**src/rtl/core/mglt_pkg.sv**
```systemverilog
// maglev lookup table: shared constants, request and status codes
// and the command/status structs between controller and datapath
// no dependencies
package mglt_pkg;
   localparam int MaxBackends = 32;
   localparam int MaxTable = 4096;
   localparam logic [11:0] SizeReset = 12'd4093;

   localparam logic [1:0] ReqAdd = 2'd0;
   localparam logic [1:0] ReqRemove = 2'd1;
   localparam logic [1:0] ReqLookup = 2'd2;
   localparam logic [1:0] ReqSpare = 2'd3;

   localparam logic [1:0] StOk = 2'd0;
   localparam logic [1:0] StIgnored = 2'd1;
   localparam logic [1:0] StFull = 2'd2;
   localparam logic [1:0] StNoTable = 2'd3;

   localparam logic [1:0] ModKey = 2'd0;
   localparam logic [1:0] ModOff = 2'd1;
   localparam logic [1:0] ModSkip = 2'd2;

   typedef struct packed {
      logic load;        // capture request beat
      logic search_step; // compare one list slot
      logic add_commit;
      logic shift_step;  // remove: move one slot down
      logic mod_start;   // start divider
      logic clr_step;    // clear occupancy
      logic prep_step;   // compute offset/skip of one backend
      logic probe_rd;    // issue occupancy read for current backend
      logic probe_eval;  // evaluate probe result
      logic scan_rd;     // lowest free fallback: read one slot
      logic scan_step;   // lowest free fallback: evaluate slot
      logic lookup_rd;
      logic build_done;
      logic build_empty;
      logic [1:0] mod_sel; // key, offset or skip
   } cmd_type;

   typedef struct packed {
      logic mod_busy;
      logic search_hit;
      logic search_end;
      logic shift_end;
      logic clr_end;
      logic prep_end;
      logic probe_free;
      logic probe_exhaust;
      logic filled_all;
      logic scan_free;
      logic list_empty;
      logic list_full;
      logic table_ok;
   } stat_type;
endpackage

```
**src/rtl/core/mglt_control.sv**
```systemverilog
// maglev lookup table: sequencer for add, remove, rebuild and lookup
// uses mglt_pkg
module mglt_control (
   input  logic               clock,
   input  logic               reset,
   input  logic               req_tvalid,
   output logic               req_tready,
   input  logic [1:0]         req_kind,
   input  logic               req_last,
   input  logic               rsv_ext,
   input  logic               rsp_tready,
   output logic               rsp_tvalid,
   output logic [1:0]         rsp_status,
   output logic               rsp_found,
   output mglt_pkg::cmd_type  cmd,
   input  mglt_pkg::stat_type stat
);
   localparam logic [3:0] S_IDLE = 4'd0, S_SEARCH = 4'd1, S_SHIFT = 4'd2,
      S_CLR = 4'd3, S_PREP = 4'd4, S_PWAIT = 4'd5, S_PROBE = 4'd6,
      S_EVAL = 4'd7, S_SCAN = 4'd8, S_LK = 4'd9, S_LKRD = 4'd10,
      S_DONE = 4'd11, S_LKW = 4'd12, S_SCANE = 4'd13;

   logic [3:0] state_ff, state_in;
   logic [1:0] kind_ff, kind_in;
   logic       last_ff, last_in;
   logic       rsv_ff, rsv_in;
   logic       out_v_ff, out_v_in;
   logic [1:0] st_ff, st_in;
   logic       fnd_ff, fnd_in;
   logic       prep_ph_ff, prep_ph_in;

   assign req_tready = (state_ff == S_IDLE) && !out_v_ff;

   always_comb begin
      cmd = '0;
      state_in = state_ff;
      kind_in = kind_ff;
      last_in = last_ff;
      rsv_in = rsv_ff;
      out_v_in = out_v_ff && !rsp_tready;
      st_in = st_ff;
      fnd_in = fnd_ff;
      prep_ph_in = prep_ph_ff;
      case (state_ff)
         S_IDLE: begin
            if (req_tvalid && req_tready) begin
               cmd.load = 1'b1;
               kind_in = req_kind;
               last_in = req_last;
               rsv_in = rsv_ext;
               if (req_kind == mglt_pkg::ReqLookup) state_in = S_LK;
               else if (req_kind == mglt_pkg::ReqAdd || req_kind == mglt_pkg::ReqRemove)
                  state_in = S_SEARCH;
               else begin
                  st_in = mglt_pkg::StIgnored;
                  fnd_in = 1'b0;
                  out_v_in = 1'b1;
               end
            end
         end
         S_SEARCH: begin
            cmd.search_step = 1'b1;
            if (stat.search_end) begin
               cmd.search_step = 1'b0;
               st_in = mglt_pkg::StOk;
               fnd_in = 1'b0;
               if (kind_ff == mglt_pkg::ReqAdd) begin
                  if (stat.search_hit || rsv_ff) st_in = mglt_pkg::StIgnored;
                  else if (stat.list_full) st_in = mglt_pkg::StFull;
                  else cmd.add_commit = 1'b1;
                  state_in = S_DONE;
               end else if (stat.search_hit) begin
                  state_in = S_SHIFT;
               end else begin
                  st_in = mglt_pkg::StIgnored;
                  state_in = S_DONE;
               end
            end
         end
         S_SHIFT: begin
            cmd.shift_step = 1'b1;
            if (stat.shift_end) state_in = S_DONE;
         end
         S_DONE: begin
            if (!last_ff) begin
               out_v_in = 1'b1;
               state_in = S_IDLE;
            end else if (stat.list_empty) begin
               cmd.build_empty = 1'b1;
               out_v_in = 1'b1;
               state_in = S_IDLE;
            end else state_in = S_CLR;
         end
         S_CLR: begin
            cmd.clr_step = 1'b1;
            if (stat.clr_end) begin
               state_in = S_PREP;
               prep_ph_in = 1'b0;
            end
         end
         S_PREP: begin
            cmd.mod_start = 1'b1;
            cmd.mod_sel = prep_ph_ff ? mglt_pkg::ModSkip : mglt_pkg::ModOff;
            state_in = S_PWAIT;
         end
         S_PWAIT: begin
            cmd.mod_sel = prep_ph_ff ? mglt_pkg::ModSkip : mglt_pkg::ModOff;
            if (!stat.mod_busy) begin
               cmd.prep_step = 1'b1;
               if (stat.prep_end) state_in = S_PROBE;
               else state_in = S_PREP;
               prep_ph_in = !prep_ph_ff;
            end
         end
         S_PROBE: begin
            if (stat.filled_all) begin
               cmd.build_done = 1'b1;
               out_v_in = 1'b1;
               state_in = S_IDLE;
            end else if (stat.probe_exhaust) state_in = S_SCAN;
            else begin
               cmd.probe_rd = 1'b1;
               state_in = S_EVAL;
            end
         end
         S_EVAL: begin
            cmd.probe_eval = 1'b1;
            state_in = S_PROBE;
         end
         S_SCAN: begin
            cmd.scan_rd = 1'b1;
            state_in = S_SCANE;
         end
         S_SCANE: begin
            cmd.scan_step = 1'b1;
            if (stat.scan_free) state_in = S_PROBE;
            else state_in = S_SCAN;
         end
         S_LK: begin
            if (!stat.table_ok) begin
               st_in = mglt_pkg::StNoTable;
               fnd_in = 1'b0;
               out_v_in = 1'b1;
               state_in = S_IDLE;
            end else begin
               cmd.mod_start = 1'b1;
               cmd.mod_sel = mglt_pkg::ModKey;
               state_in = S_LKW;
            end
         end
         S_LKW: begin
            if (!stat.mod_busy) begin
               cmd.lookup_rd = 1'b1;
               state_in = S_LKRD;
            end
         end
         S_LKRD: begin
            st_in = mglt_pkg::StOk;
            fnd_in = 1'b1;
            out_v_in = 1'b1;
            state_in = S_IDLE;
         end
         default: state_in = S_IDLE;
      endcase
   end

   always_ff @(posedge clock) begin
      kind_ff <= kind_in;
      last_ff <= last_in;
      rsv_ff <= rsv_in;
      st_ff <= st_in;
      fnd_ff <= fnd_in;
      prep_ph_ff <= prep_ph_in;
      if (reset) begin
         state_ff <= S_IDLE;
         out_v_ff <= 1'b0;
      end else begin
         state_ff <= state_in;
         out_v_ff <= out_v_in;
      end
   end

   assign rsp_tvalid = out_v_ff;
   assign rsp_status = st_ff;
   assign rsp_found = fnd_ff;

   a_ready_idle: assert property (@(posedge clock) disable iff (reset)
      req_tready |-> state_ff == S_IDLE) else $error("ready outside idle");
   a_one_in_flight: assert property (@(posedge clock) disable iff (reset)
      (req_tvalid && req_tready) |=> !req_tready) else $error("second beat in flight");
   a_found_ok: assert property (@(posedge clock) disable iff (reset)
      (rsp_tvalid && rsp_found) |-> rsp_status == mglt_pkg::StOk)
      else $error("found without ok");
endmodule

```
**config.mk**
```make
export PLATFORM = sky130hd
export DESIGN_NAME = mglt_control
export DESIGN_NICKNAME = d
export VERILOG_FILES = /design/src/rtl/core/mglt_pkg.sv /design/src/rtl/core/mglt_control.sv
export SDC_FILE = /design/constraint.sdc
export NUM_CORES = 1
export LEC_CHECK = 0
export ABC_AREA = 1
export BUFFER_PORTS_ARGS = -buffer_cell sky130_fd_sc_hd__buf_4
export CAP_MARGIN = 20
export CORE_UTILIZATION = 50
export DETAILED_ROUTE_END_ITERATION = 7
export PLACE_DENSITY = 0.82
export SLEW_MARGIN = 20
export SYNTH_ARGS = -nofsm -noshare
export SYNTH_HDL_FRONTEND = slang
export SYNTH_SLANG_ARGS = --single-unit
export TNS_END_PERCENT = 20
```
**constraint.sdc**
```tcl
create_clock -name clock -period 3.9 [get_ports clock]
set_input_delay 0.585 -clock clock [delete_from_list [all_inputs] [get_ports clock]]
set_output_delay 0.585 -clock clock [all_outputs]
set_load 0.02 [all_outputs]
```
==> impl_summary.md, run 1 <==
Logic synthesis
The count of distinct cell types in the synthesized netlist is 23. The mean post-synth cell area is 6.30 um2. The top cell type's share of synthesized area is 23.4%. The library cell occupying the most area in the post-synthesis netlist is edfxtp_1. The combined area of all synthesized cells is 1030 um2. The count of synthesis-stage warnings from yosys is 0. Yosys attributes the largest share of cell area to edfxtp_1, nand2_1, nor2_1. The flop and latch count out of synthesis is 13. The synthesized netlist cell count is 163. The number of nets handed over by synthesis was 184. The sequential area share after synthesis is around 33%.

Critical path
The required time at the worst-slack endpoint is 3.31 ns. The worst register-to-register path begins at state_ff[1]$_SDFFE_PP0P_. The end of the worst register-to-register path is rsp_status[1]$_DFFE_PP_. The depth of the worst register-to-register path is 5. Data arrives at the worst endpoint at 1.75 ns. For this run, the slowest stage of the critical path takes 0.40 ns. The critical path startpoint is state_ff[0]$_SDFFE_PP0P_. The worst setup path is captured at an output pin. For this design, the slowest cell found on the critical path is nor2_1. STA classifies the critical path startpoint as a flip-flop. The worst setup path category is flip-flop to output pin. The setup slack on the worst flop-to-flop path is 2.15 ns. The critical path goes through nor2_2 > nand2_2 > nor2_1 > buf_4. The maximum fanout along the worst path is 8.

Layout
In the layout the commonest cells are nand2_1, buf_4, nor2_1. The count of inserted antenna diode cells is 0. The most common library cell in the layout ignoring fill and taps is nand2_1. Once layout is done, the placed cells without fillers occupy 1390 um2. The sequential cell area in the final layout is around 340 um2. The post-route netlist has 30.9% of its cells at a drive strength greater than 1. Summing all multi-input logic gate instances after layout gives 571 um2. Relative to the synthesized area, the layout overhead comes to 35.1%. After the last flow step, the layout net total stands at around 230. Fill cells in the final layout number 180.

Timing
The final max-slew violation count is 0. The largest clock skew in the final design is 0.000528 ns. Timing would allow up to 0.429 GHz. The total setup violations reported at the end of the flow is 0.

The final hold violation count came to 0. The post-route minimum period is roughly 2.3 ns. At the pin with the least slew margin, the transition time is 0.467 ns. Setup repair after global routing left no endpoint under its margin. The tightest hold path in the finished design has a slack of between 0.4 and 0.5 ns. The post-route fraction of the period consumed by the critical path is 59.7%. The max-slew headroom at the worst pin is between 60% and 70%.

The setup TNS after final layout is 0 ns. The worst setup slack after layout is between 1.5 and 2 ns.

Clocking
The TritonCTS clock tree is built. After clock tree synthesis, the setup repair step added 0 buffers. Clock latency on the worst-skew pair, taken at its later pin, is around 0.29 ns. After clock tree synthesis, the clock-pin slew on the worst setup and hold paths is 0.09 ns. The cell chosen for the clock root is clkbuf_4.

The number of clock buffers added by TritonCTS is 3. CTS built an H-tree with a depth of 1. The number of gates resized after cts is 0.

The clock sink count is 13. The hold-fix buffer count after cts is 0. In this run the deepest clock path goes through 2 buffers.

Place
Before CTS, the worst setup slack after placement is 1.91 ns. The total half-perimeter wirelength after legalization and detailed placement is 2130 um. The congestion estimate from routability-driven global placement came to approximately 0.90. The post-placement cell area is 1360 um2.

The number of I/O port buffers is 40.

Die
The die covers 2240 um2. In this run the horizontal extent of the chip is 47.3 um. The number of core rows is 16. The number of I/O pins is 42. The core footprint is 1940 um2. For this configuration, the core starts out at a cell density of 52.9%. The vertical die dimension is 47.3 um.

Power and ir drop
The internal power of the cells totals approximately 0.45 mW. Sequential cells account for between 20 and 30% of the total power. The clock network burns roughly 9.8% of the power. The worst ir drop on vdd is 0.365 mV. The total power density per cell area is 662 nW/um2.

The design draws between 0.9 and 1 mW. The analysis attributes to cell leakage a power of between 0.7 and 0.8 nW. The net switching power is between 0.4 and 0.5 mW. In this run, the combinational gates consume 62.9% of the power. In this run switching power makes up 51.1% of total power.

Drt
Once detail routing completed, the nets flagged for antenna violations numbered 0. The detailed router's first-iteration violation count is 21. The via count is between 1000 and 1500.

The detailed-routing iteration count for the pre-antenna-repair pass is 4. For this block, the routed nets add up to 2600 um of wire. The number of remaining DRC errors is 0. Dividing the detail-routed via count by the number of cells gives ~4.8. Dividing the detail-routed wire length by the instance count gives about 11 um.

Hold path
The number of cells on the worst hold path is 2. The type of the worst min-delay path is input port to flip-flop. The critical hold path startpoint is reset.

The path with the worst hold slack has its endpoint at state_ff[1]$_SDFFE_PP0P_.

Global routing
The number of global-route vias before repair is slightly below 1000. The pin count of the biggest net entering global routing is 9. Global routing used 25.7% of the available tracks. The first-pass GRT wire length is around 4000 um.

The overall overflow remaining after global route is 0. The initial antenna violation count was 0.

Run status
The run finished with clean final reports.

Job
Max-cap violations in this run came to 0.
==> power by group through the flow <==
stage | Combinational [mW] | Sequential, mW | Clock, mW
finish | 0.577 | 0.250 | 0.0901
global route | 0.639 | 0.257 | 0.0940
CTS | 0.574 | 0.250 | 0.0885
detailed placement | 0.572 | 0.253 | 0
global placement | 0.561 | 0.251 | 0
floorplan | 0.383 | 0.267 | 0
==> stage by stage <==
stage                     utilization [%]  std cells
final                                71.5        234
after global routing                 71.5        234
after CTS                            71.5        234
after detailed placement             70.1        230
after global placement               70.1        230
after floorplan                         -        163
==> metal layers <==
| layer | GRT usage (%) | up-vias | part of all wire [%] |
|---|---|---|---|
| met1 | 35.8 | 475 | 46 |
| met4 | 8.57 | 0 | 1.6 |
| met2 | 40.0 | 44 | 47 |
| met5 | 0 | - | 0 |
| met3 | 4.62 | 7 | 5.2 |
| li1 | - | 591 | - |
==> cells in the mapped netlist <==
| master | n |
|---|---|
| o22ai_1 | 1 |
| a21oi_2 | 1 |
| nand2_2 | 4 |
| nor2_1 | 27 |
| clkinv_1 | 1 |
| inv_1 | 26 |
| nand3_1 | 12 |
| inv_2 | 4 |
| and2_1 | 1 |
| edfxtp_1 | 8 |
| o21ai_0 | 2 |
| o221ai_1 | 1 |
| nand2_1 | 49 |
| o21ai_2 | 1 |
| nor2_4 | 4 |
| nor3_1 | 1 |
| o21a_1 | 1 |
| nand3_2 | 3 |
| dfxtp_1 | 5 |
| nor2_2 | 4 |
| a21oi_1 | 5 |
| nor4_1 | 1 |
| nand3b_1 | 1 |
==> area by class of cell <==
cell class | count | share of cell area (%)
Inverter | 31 | 8.39
Clock buffer | 4 | 1.89
Sequential cell | 13 | 24.5
Tap cell | 27 | 2.43
Timing Repair Buffer | 40 | 21.6
Multi-Input combinational cell | 119 | 41.1
==> worst max path at each step <==
stage                   end  slack, ns  depth (start not counted)
finish              cmd[15]       1.57                          4
detailed placement  cmd[15]       1.91                          4
global placement    cmd[15]       1.97                          4
floorplan           cmd[13]       1.90                          3
global route        cmd[15]       1.51                          4
CTS                 cmd[15]       1.60                          4
==> logic make-up (layout without fill, tap and decap cells) <==
kind of cell / count (synthesis) / after routing / share of synthesized area, %
AOI/OAI and AO/OA: 12 / 12 / 7.31
buffers and inverters: 31 / 75 / 11.3
DFF: 13 / 13 / 33.1
and+or+nand+nor: 107 / 107 / 48.2
==> critical path, delay by kind of cell (launching register included) <==
| kind | cells | cell delay (ns) |
|---|---|---|
| and+or+nand+nor | 3 | 0.85 |
| DFF | 1 | 0.37 |
| buffers and inverters | 1 | 0.23 |
==> sequential cells by signal (all words and copies together) (netlist names) <==
signal	cells
kind_ff	2
rsp_found	1
rsv_ff	1
last_ff	1
rsp_status	2
state_ff	4
rsp_tvalid	1
prep_ph_ff	1
Note: power is estimated with default switching activity, not from simulation.
==> inputs of run 2 (changes only) <==
--- a/config.mk
+++ b/config.mk
@@ -5,12 +5,12 @@
 export SDC_FILE = /design/constraint.sdc
 export NUM_CORES = 1
 export LEC_CHECK = 0
-export ABC_AREA = 1
+export ABC_AREA = 0
 export BUFFER_PORTS_ARGS = -buffer_cell sky130_fd_sc_hd__buf_4
 export CAP_MARGIN = 20
-export CORE_UTILIZATION = 50
+export CORE_UTILIZATION = 48
 export DETAILED_ROUTE_END_ITERATION = 7
-export PLACE_DENSITY = 0.82
+export PLACE_DENSITY = 0.79
 export SLEW_MARGIN = 20
 export SYNTH_ARGS = -nofsm -noshare
 export SYNTH_HDL_FRONTEND = slang
==> constraint.sdc (replaced) <==
create_clock -name clock -period 2.3 [get_ports clock]
set_input_delay 0.345 -clock clock [delete_from_list [all_inputs] [get_ports clock]]
set_output_delay 0.345 -clock clock [all_outputs]
set_load 0.02 [all_outputs]
==> impl_summary.md, run 2 <==
Run status
Result of the run: complete, no violations (unchanged).

Logic synthesis
The flip-flop cell with the highest count after synthesis is edfxtp_1 (unchanged). The fraction of registers with async set or reset after synthesis is 0% (unchanged). The library cell occupying the most area in the post-synthesis netlist is edfxtp_1 (unchanged).

The top cell type's share of synthesized area came to 22.6% (was 23.4%). Leading post-synthesis cells by instance count: nor2_1, nor3_1, nand2_1 (was nand2_1, nor2_1, inv_1). The flop and latch count out of synthesis came to 13 (unchanged). The count of synthesis-stage warnings from yosys is 0 (unchanged). The count of distinct cell types in the synthesized netlist is 38 (was 23). The sequential area share after synthesis is 32.1% (was 33.1%). Leading cell types by total area after synthesis: edfxtp_1, dfxtp_1, nor2_1 (was edfxtp_1, nand2_1, nor2_1). The synthesized netlist cell count is 131 (was 163). The combined area of all synthesized cells was 1060 um2 (was 1030 um2). The number of flops mapped to enable cells by yosys is 8 (unchanged). The mean post-synth cell area is 8.10 um2 (was 6.30 um2). The leading cell type by number of instances after synthesis is nor2_1 (was nand2_1). The number of nets in the synthesized netlist is 152 (was 184).

Critical path
The critical path startpoint is state_ff[3]$_SDFFE_PP0P_ (was state_ff[0]$_SDFFE_PP0P_). The most frequent cell on the critical path is buf_4. The standard cell with the maximum stage delay on the critical path is or4_4 (was nor2_1). The endpoint type of the worst setup path is an output pin (unchanged). The maximum fanout along the worst path was 17 (was 8).

The worst path arrival time was 1.76 ns (was 1.75 ns). CP Cell Sequence: buf_4 > or4_4 > and2b_1 > buf_4 (was nor2_2 > nand2_2 > nor2_1 > buf_4). The worst setup path category is flip-flop to output pin (unchanged). The startpoint of the worst-slack reg-to-reg timing path was state_ff[2]$_SDFFE_PP0P_ (was state_ff[1]$_SDFFE_PP0P_). The delay of the slowest cell on the worst path is 0.46 ns (was 0.40 ns). The required time at the worst-slack endpoint is 1.96 ns (was 3.31 ns).

The kind of start point of the critical path is a flip-flop (unchanged).

Die
The core footprint was 2020 um2 (was 1940 um2). The initial standard-cell utilization of the core is 52.5% (was 52.9%). The horizontal extent of the die is 49.0 um (was 47.3 um).

The number of I/O pins was 42 (unchanged). The number of core rows is 16 (unchanged). The vertical die dimension is 49.0 um (was 47.3 um). The full die area is 2400 um2 (was 2240 um2).

Layout
The final standard cell count with taps included and fillers excluded is 200 (was 234). The register with the highest flop count is state_ff (unchanged). The fill cell total of the finished layout was 184 (was 180). The area added between synthesis and finish was 34.0% (was 35.1%). The count of inserted antenna diode cells is 0 (unchanged).

The number of flip-flops in the largest register came to 4 (unchanged). The most common library cell in the layout ignoring fill and taps is buf_4 (was nand2_1). The share of layout cells above drive strength 1 was 32.4% (was 30.9%).

The number of nets in the finished design is 195 (was 229). Leading cell types in the layout, fill and taps excluded: buf_4, nor2_1, nor3_1 (was nand2_1, buf_4, nor2_1).

Place
The routability congestion estimate from global placement was 0.884 (was 0.899). The total half-perimeter wirelength after legalization and detailed placement is 2220 um (was 2130 um). The total placed cells including tap cells came to 196 (was 230). The number of I/O port buffers is 40 (unchanged).

Clocking
The TritonCTS buffer count is 3 (unchanged). The hold-fix buffer count after cts is 0 (unchanged). The cell chosen for the clock root is clkbuf_4 (unchanged).

The number of H-tree branching levels is 1 (unchanged). The number of gates resized after cts is 0 (unchanged). The TritonCTS clock tree is built (unchanged). The buffers inserted during post-CTS setup optimization is 0 (unchanged).

The post-CTS clock slew at the launch and capture registers of the worst setup and hold paths is 0.08 ns (was 0.09 ns). The clock sink count was 13 (unchanged). The number of buffers between clock root and the deepest sink is 2 (unchanged). The clock insertion delay at the later pin of the skew report is 0.28 ns (was 0.29 ns).

Drt
The routed via count divided by cell count is 6.11 (was 4.77). The number of routed nets with antenna violations was 0 (unchanged). The via count is 1222 (was 1117).

The average wire length per cell after detail routing is 14.5 um (was 11.1 um). The detailed-routing iteration count for the pre-antenna-repair pass is 4 (unchanged). The number of remaining DRC errors came to 0 (unchanged). The final wirelength is 2890 um (was 2600 um).

The detailed router's first-iteration violation count is 44 (was 21).

Timing
The final hold violation count is 0 (unchanged). The setup TNS after final layout is 0 ns (unchanged). The max-slew headroom at the worst pin is 66.3% (was 68.8%). The largest clock skew in the final design was 0.00491 ns (was 0.000528 ns).

The post-route minimum period is 2.11 ns. The slew at the pin closest to its max-slew limit is 0.502 ns (was 0.467 ns). The post-route fraction of the period consumed by the critical path is roughly nine tenths. The timing-limited maximum frequency is 0.475 GHz.

Setup repair after global routing missed its margin: false (unchanged). The total setup violations reported at the end of the flow is 0 (unchanged). The post-route worst hold slack came to 0.235 ns (was 0.467 ns).

The final max-slew violation count was 0 (unchanged).

Power and ir drop
The worst ir drop on vdd is 0.735 mV (was 0.365 mV). The reported leakage power is 0.617 nW (was 0.796 nW). The total power density per cell area is 1130 nW/um2 (was 662 nW/um2).

Global routing
The global-route total usage across every layer was 25.1% (was 25.7%). The initial antenna violation count came to 0 (unchanged). The overall overflow remaining after global route is 0 (unchanged).

The first-pass GRT wire length was 4660 um (was 4020 um). The number of global-route vias before repair was 1027 (was 961). The pin count of the biggest net entering global routing is 22 (was 9).

Hold path
The type of the worst min-delay path is input port to flip-flop (unchanged). The critical hold path startpoint is req_last (was reset).

Job
The number of maximum-capacitance constraint violations came to 0 (unchanged).
[run 2: worst paths after layout]
path / end / slack (ns) / cells past startpoint
setup reg to reg: state_ff[0]$_SDFFE_PP0P_ / 0.41 / 6
hold / removal: last_ff$_DFFE_PP_ / 0.23 / 1
hold reg to reg: prep_ph_ff$_SDFFCE_PP0P_ / 0.61 / 1
setup / recovery: cmd[15] / 0.19 / 4
[run 2: power breakdown]
group	switching (mW)	total [mW]	leakage, nW	internal (mW)
Combinational	0.572	1.01	0.483	0.437
Sequential	0.116	0.456	0.116	0.340
Clock	0.0771	0.142	0.0177	0.0645
[run 2: per-layer routing]
metal | share of wire (%) | GRT usage, % | routed length (um) | up-vias
li1 | - | - | - | 576
met1 | 41 | 32.6 | 1190 | 562
met2 | 47 | 41.9 | 1370 | 78
met3 | 10 | 2.80 | 291 | 6
met4 | 1.7 | 10.8 | 48 | 0
met5 | 0 | 0 | 0 | -
[run 2: metrics by stage]
step           instance area, um2  total power [mW]  setup slack (ns)  util (%)
2_1_floorplan                1060              1.15             0.345         -
3_3_place_gp                 1390              1.44             0.324      68.8
3_5_place_dp                 1390              1.45             0.273      68.8
4_1_cts                      1420              1.60             0.114      70.2
5_1_grt                      1420              1.72            0.0756      70.3
6_report                     1420              1.61             0.193      70.3
[run 2: worst max-delay path, delay by kind of cell (launching register included)]
family / cells / cell delay [ns]
buffers and inverters: 2 / 0.38
flip-flops: 1 / 0.40
AND/OR/NAND/NOR: 2 / 0.70
[run 2: cells by family (layout without fill, tap and decap cells)]
kind of cell              after synthesis  in the layout  share of synthesized area (%)
and+or+nand+nor                        68             68                           33.4
xor gates and xnor gates                1              1                          0.826
DFF                                    13             13                           32.1
buffers and inverters                  15             57                           6.72
AOI/OAI and AO/OA                      34             34                           27.0
[run 2: cell type report]
class	count	area, um2	area share, %
clock buffers	3	22.5	1.58
clock inverters	1	5.00	0.352
inverters	8	30.0	2.11
multi-input cells	103	649	45.7
flip-flops and latches	13	343	24.1
well taps	27	33.8	2.38
repair buffers	45	338	23.8
